===== config.mk =====
export PLATFORM = sky130hd
export DESIGN_NAME = qlat_ctrl
export DESIGN_NICKNAME = d
export VERILOG_FILES = /design/src/design/assert_macros.svh /design/src/design/qlat_pkg.sv /design/src/design/qlat_ctrl.sv
export SDC_FILE = /design/constraint.sdc
export NUM_CORES = 1
export LEC_CHECK = 0
export BUFFER_PORTS_ARGS = -buffer_cell sky130_fd_sc_hd__clkbuf_2
export CAP_MARGIN = 0
export CORE_MARGIN = 4
export CORE_UTILIZATION = 45
export DETAILED_ROUTE_END_ITERATION = 6
export PLACE_DENSITY_LB_ADDON = 0.15
export RECOVER_POWER = 25
export SLEW_MARGIN = 10
export SYNTH_ARGS = -nofsm -noshare
export SYNTH_HDL_FRONTEND = slang
export SYNTH_SLANG_ARGS = --single-unit

===== constraint.sdc =====
create_clock -name i_clk -period 2.8 [get_ports i_clk]
set_input_delay 0 -clock i_clk [delete_from_list [all_inputs] [get_ports i_clk]]
set_output_delay 0 -clock i_clk [all_outputs]
set_load 0.05 [all_outputs]

===== src/design/assert_macros.svh =====
// Assertion macros for the top-level design file.
// Depends on nothing; included by the top level.
`ifndef ASSERT_MACROS_SVH
`define ASSERT_MACROS_SVH
`ifndef SYNTH
`define ASSERT_IMP(lbl, clk, rstn, ante, cons) \
    lbl: assert property (@(posedge clk) disable iff (!rstn) (ante) |-> (cons)) \
        else $error("implication check failed");
`define ASSERT_NXT(lbl, clk, rstn, ante, cons) \
    lbl: assert property (@(posedge clk) disable iff (!rstn) (ante) |=> (cons)) \
        else $error("next-cycle check failed");
`else
`define ASSERT_IMP(lbl, clk, rstn, ante, cons)
`define ASSERT_NXT(lbl, clk, rstn, ante, cons)
`endif
`endif


===== src/design/qlat_pkg.sv =====
// Package for the Q-learning action table unit: sizes, codes and shared types.
// Depends on nothing.
package qlat_pkg;

    localparam int NUM_STATES  = 16;
    localparam int MAX_ACTIONS = 8;
    localparam int SW = (NUM_STATES > 1) ? $clog2(NUM_STATES) : 1;
    localparam int MW = $clog2(MAX_ACTIONS);
    localparam int AW = SW + MW;
    localparam int QDEPTH = NUM_STATES * MAX_ACTIONS;

    localparam logic [3:0]  RST_ACTION_COUNT = 4'd8;
    localparam logic [15:0] RST_GREEDY       = 16'd6554;
    localparam logic [15:0] RST_LRATE        = 16'd6554;
    localparam logic [15:0] RST_DISCOUNT     = 16'd58982;

    localparam logic [1:0] CFG_ACTION_COUNT = 2'd0;
    localparam logic [1:0] CFG_GREEDY       = 2'd1;
    localparam logic [1:0] CFG_LRATE        = 2'd2;
    localparam logic [1:0] CFG_DISCOUNT     = 2'd3;

    // The last code is not an operation; such transactions are ignored.
    typedef enum logic [1:0] {
        ACT_CHOOSE = 2'd0,
        ACT_QLEARN = 2'd1,
        ACT_SARSA  = 2'd2,
        ACT_UNUSED = 2'd3
    } t_act;

    typedef enum logic [4:0] {
        OP_NONE, OP_LOAD, OP_CHK, OP_PICK, OP_DIV_INIT, OP_DIV_STEP,
        OP_RD_QC, OP_RD_QSM, OP_CAP_Q, OP_BN, OP_RD_QN, OP_RD_QO,
        OP_CAP_QOLD, OP_MUL1, OP_TGT, OP_MUL2, OP_NEW, OP_WR, OP_RD_QPB,
        OP_CMP, OP_SCAN_RD, OP_SCAN_CMP, OP_SCAN_END, OP_FIN, OP_OUT
    } t_dp_op;

    typedef struct packed {
        logic s_bad;
        logic is_choose;
        logic upd_bad;
        logic m_ok;
        logic greedy;
        logic div_last;
        logic gain;
        logic is_pb;
        logic scan_last;
        logic out_busy;
    } t_dp_status;

    typedef enum logic [4:0] {
        ST_IDLE, ST_CHK, ST_DECIDE, ST_PICK, ST_DIV0, ST_DIV, ST_RQ, ST_RQM,
        ST_CAPQ, ST_BN, ST_RQN, ST_RQO, ST_CAPO, ST_MUL1, ST_TGT, ST_MUL2,
        ST_NEW, ST_WR, ST_RPB, ST_CMP, ST_SRD, ST_SCMP, ST_SEND, ST_FIN,
        ST_DONE
    } t_state;

endpackage


===== src/design/qlat_ctrl.sv =====
// Controller state machine of the Q-learning action table unit.
// Depends on qlat_pkg; drives the datapath through one operation code per cycle.
module qlat_ctrl import qlat_pkg::*; (
    input  logic       i_clk,
    input  logic       i_rst_n,
    input  logic       i_valid,
    output logic       o_stall,
    input  t_dp_status i_status,
    output t_dp_op     o_op
);

    t_state r_state, n_state;

    always_ff @(posedge i_clk) begin
        if (!i_rst_n) begin
            r_state <= ST_IDLE;
        end else begin
            r_state <= n_state;
        end
    end

    always_comb begin
        n_state = r_state;
        unique case (r_state)
            ST_IDLE:   if (i_valid) n_state = ST_CHK;
            ST_CHK:    n_state = ST_DECIDE;
            ST_DECIDE: begin
                priority if (i_status.s_bad) n_state = ST_DONE;
                else if (i_status.is_choose) n_state = i_status.greedy ? ST_PICK : ST_DIV0;
                else if (i_status.upd_bad) n_state = i_status.m_ok ? ST_RQM : ST_DONE;
                else n_state = ST_BN;
            end
            ST_PICK:   n_state = ST_RQ;
            ST_DIV0:   n_state = ST_DIV;
            ST_DIV:    if (i_status.div_last) n_state = ST_RQ;
            ST_RQ:     n_state = ST_CAPQ;
            ST_RQM:    n_state = ST_CAPQ;
            ST_CAPQ:   n_state = ST_DONE;
            ST_BN:     n_state = ST_RQN;
            ST_RQN:    n_state = ST_RQO;
            ST_RQO:    n_state = ST_CAPO;
            ST_CAPO:   n_state = ST_MUL1;
            ST_MUL1:   n_state = ST_TGT;
            ST_TGT:    n_state = ST_MUL2;
            ST_MUL2:   n_state = ST_NEW;
            ST_NEW:    n_state = ST_WR;
            ST_WR:     n_state = ST_RPB;
            ST_RPB:    n_state = ST_CMP;
            ST_CMP: begin
                if (i_status.gain || !i_status.is_pb) n_state = ST_FIN;
                else n_state = ST_SRD;
            end
            ST_SRD:    n_state = ST_SCMP;
            ST_SCMP:   n_state = i_status.scan_last ? ST_SEND : ST_SRD;
            ST_SEND:   n_state = ST_FIN;
            ST_FIN:    n_state = ST_DONE;
            ST_DONE:   if (!i_status.out_busy) n_state = ST_IDLE;
            default:   n_state = ST_IDLE;
        endcase
    end

    always_comb begin
        o_stall = (r_state != ST_IDLE);
        o_op    = OP_NONE;
        unique case (r_state)
            ST_IDLE:   if (i_valid) o_op = OP_LOAD;
            ST_CHK:    o_op = OP_CHK;
            ST_PICK:   o_op = OP_PICK;
            ST_DIV0:   o_op = OP_DIV_INIT;
            ST_DIV:    o_op = OP_DIV_STEP;
            ST_RQ:     o_op = OP_RD_QC;
            ST_RQM:    o_op = OP_RD_QSM;
            ST_CAPQ:   o_op = OP_CAP_Q;
            ST_BN:     o_op = OP_BN;
            ST_RQN:    o_op = OP_RD_QN;
            ST_RQO:    o_op = OP_RD_QO;
            ST_CAPO:   o_op = OP_CAP_QOLD;
            ST_MUL1:   o_op = OP_MUL1;
            ST_TGT:    o_op = OP_TGT;
            ST_MUL2:   o_op = OP_MUL2;
            ST_NEW:    o_op = OP_NEW;
            ST_WR:     o_op = OP_WR;
            ST_RPB:    o_op = OP_RD_QPB;
            ST_CMP:    o_op = OP_CMP;
            ST_SRD:    o_op = OP_SCAN_RD;
            ST_SCMP:   o_op = OP_SCAN_CMP;
            ST_SEND:   o_op = OP_SCAN_END;
            ST_FIN:    o_op = OP_FIN;
            ST_DONE:   if (!i_status.out_busy) o_op = OP_OUT;
            default:   o_op = OP_NONE;
        endcase
    end

endmodule


==> metrics.yaml <==
skew_ns: 0.00661
critical_path_class: "reg -> reg"
drc: 0
fmax_mhz: 572
cts_buffers: 3
grt_start_max_net_pins: 25
top_register: "r_state"
area_growth_pct: 8.53
grt_setup_unrepaired: "no"
hold_viol: 0
final_cell_mix: "17 x clkbuf_2, 6 x nor2_1, 6 x o21ai_0, 5 x a21oi_1, 5 x dfxtp_1"
layout-drive-gt1-share_pct: 23.7
die_x_um: 45.4
hpwl_mm: 1.07
clk_pin_slew_worst_paths_ns: 0.05
netlist_area_um2: 631
synth-seq-cells: 5
min_from: "i_rst_n"
whs_path_depth: 2
rrSetupSlack_ns: 1.05
largest_reg_flops: 5
initial_core_util_pct: 47.9
synth_nets: 98
reg2regPathDepth: 4
cp.required_ns: 2.97
power.total_uw: 663
hp-class: "in -> reg"
gr-usage-all-layers_pct: 16.2
endpoint_kind: "flop"
p_per_area_nw_per_um2: 968
p_leak_uw: 0.000265
gp_congestion: 0.808
clock_latency_ns: 0.24
post-route-period-util_pct: 62.4
clkSinkCount: 5
synth-seq-area-share_pct: 15.9
cts_tree: "done"
fill_cells: 136
cap_violations: 0
rr_endpoint: "r_state[2]"
status: "completed"
io_pins: 19
via_per_inst: 5.97
post-cts-setup-buffers: 0
drtPass1Iterations: 4
setup_viol: 0
holdWs_ns: 0.0148
min_period_ns: 1.75
cts-resized-gates: 0
syn_inst: 85
worstMarginPinSlew_ns: 0.711
slew_violations: 0
ant_nets: 0
crit_path_start_kind: "flop"
design.die.area_um2: 2060
yosys.area.top_type: "dfxtp_1"
final_common_cell: "clkbuf_2"
synth.top_cell.area_share_pct: 15.9
synthTopCellsByArea: "dfxtp_1 16%, buf_6 5.4%, o21ai_0 4.8%"
synthArstFlopShare_pct: 0
grt_overflow_total: 0
antenna_cells: 0
synth_warnings: 0
r2r_start: "r_state[3]"
crit_chain: "nor4_1 > nand2_2 > a2111o_1 > a21oi_2"
grt_pass1_wl_mm: 2.49
postPlaceCellArea_um2: 674
critPathLaunch: "r_state[3]"
wl_per_cell_um: 13.4
antenna_found_initial: 0
critPathMaxFanout: 19
drt_iter0_markers: 14
htree_levels: 1
nNetsFinal: 111
synthFlopType: "dfxtp_1"
worst_hold_path.endpoint: "r_state[4]"
num_vias: 669
cts_hold_buf: 0
grt_pass1_vias: 549
stdcell_area_um2: 684
core_area_um2: 1320
reg_top3: "r_state: 5 flops"
wl_mm: 1.51
portBuffers: 18
finalSetupTns_ns: 0
cts_buffer_depth: 2
synth_enable_flop_cells: 0
cp_slowest_cell: "nor4_1"
root_buffer: "clkbuf_4"
die_h_um: 45.4
synth.distinct_cells: 44
cp.arrival_ns: 1.92
syn_area_per_cell_um2: 7.42
num_rows: 13
peakVddDrop_uv: 563
relSlewSlack_pct: 52.6
slowest_delay_ns: 0.50
per-layer routing:
metal	up-vias	part of all wire, %	GRT usage [%]
met2	20	43	20.9
met1	303	49	25.6
met5	-	0	0
li1	344	-	-
met4	0	0.93	1.17
met3	2	6.6	6.32
logic make-up (layout without fill, tap and decap cells):
family                 Yosys count  count (layout)  share of synthesized area, %
AND/OR/NAND/NOR                 36              36                          36.5
AO/OA/AOI/OAI                   31              31                          34.7
buffers and inverters           12              24                          11.5
flip-flops                       5               5                          15.9
XOR/XNOR                         1               1                          1.39
cell type report:
type | instances | area [µm²] | area share, %
Tap cell | 15 | 18.8 | 2.74
Inverter | 2 | 7.51 | 1.10
Sequential cell | 5 | 100 | 14.6
Timing Repair Buffer | 18 | 88.8 | 13.0
Multi-Input combinational cell | 68 | 443 | 64.7
Clock buffer | 4 | 26.3 | 3.84
worst max-delay path, delay by kind of cell (launching register included):
kind	cells	cell delay, ns
simple gates	2	0.66
flops	1	0.49
compound gates	2	0.54
per-stage QoR:
stage / setup slack, ns / std cells / util, %
after floorplan: 0.855 / 85 / -
after global placement: 1.13 / 108 / 51.2
after detailed placement: 1.08 / 108 / 51.2
after CTS: 1.06 / 112 / 53.2
after global routing: 0.888 / 112 / 51.9
final: 1.05 / 112 / 51.9
synth_stat cells, types with 2 or more instances:
cell,n
o21a_1,2
nand4b_1,2
a31oi_1,2
nand2_1,4
nor3_1,2
clkbuf_1,3
nor2_1,6
dfxtp_1,5
nor2b_1,4
o21ai_0,6
a21oi_1,5
buf_6,3
nor3b_1,2
o211ai_1,2
buf_2,4
inv_1,2
nand2b_1,4
worst max path at each step:
stage	end	slack, ns
floorplan	o_op[3]	0.85
global placement	r_state[0]	1.13
detailed placement	r_state[0]	1.08
CTS	o_op[0]	1.06
global route	o_op[0]	0.89
finish	r_state[2]	1.05
power by group:
group	total (µW)	internal [µW]	leakage, µW	switching (µW)
clock	83.1	53.9	0.0000150	29.2
combinational	398	142	0.000209	256
sequential	181	90.5	0.0000408	90.7
total	663	287	0.000265	376
(Power assumes the default switching activity.)
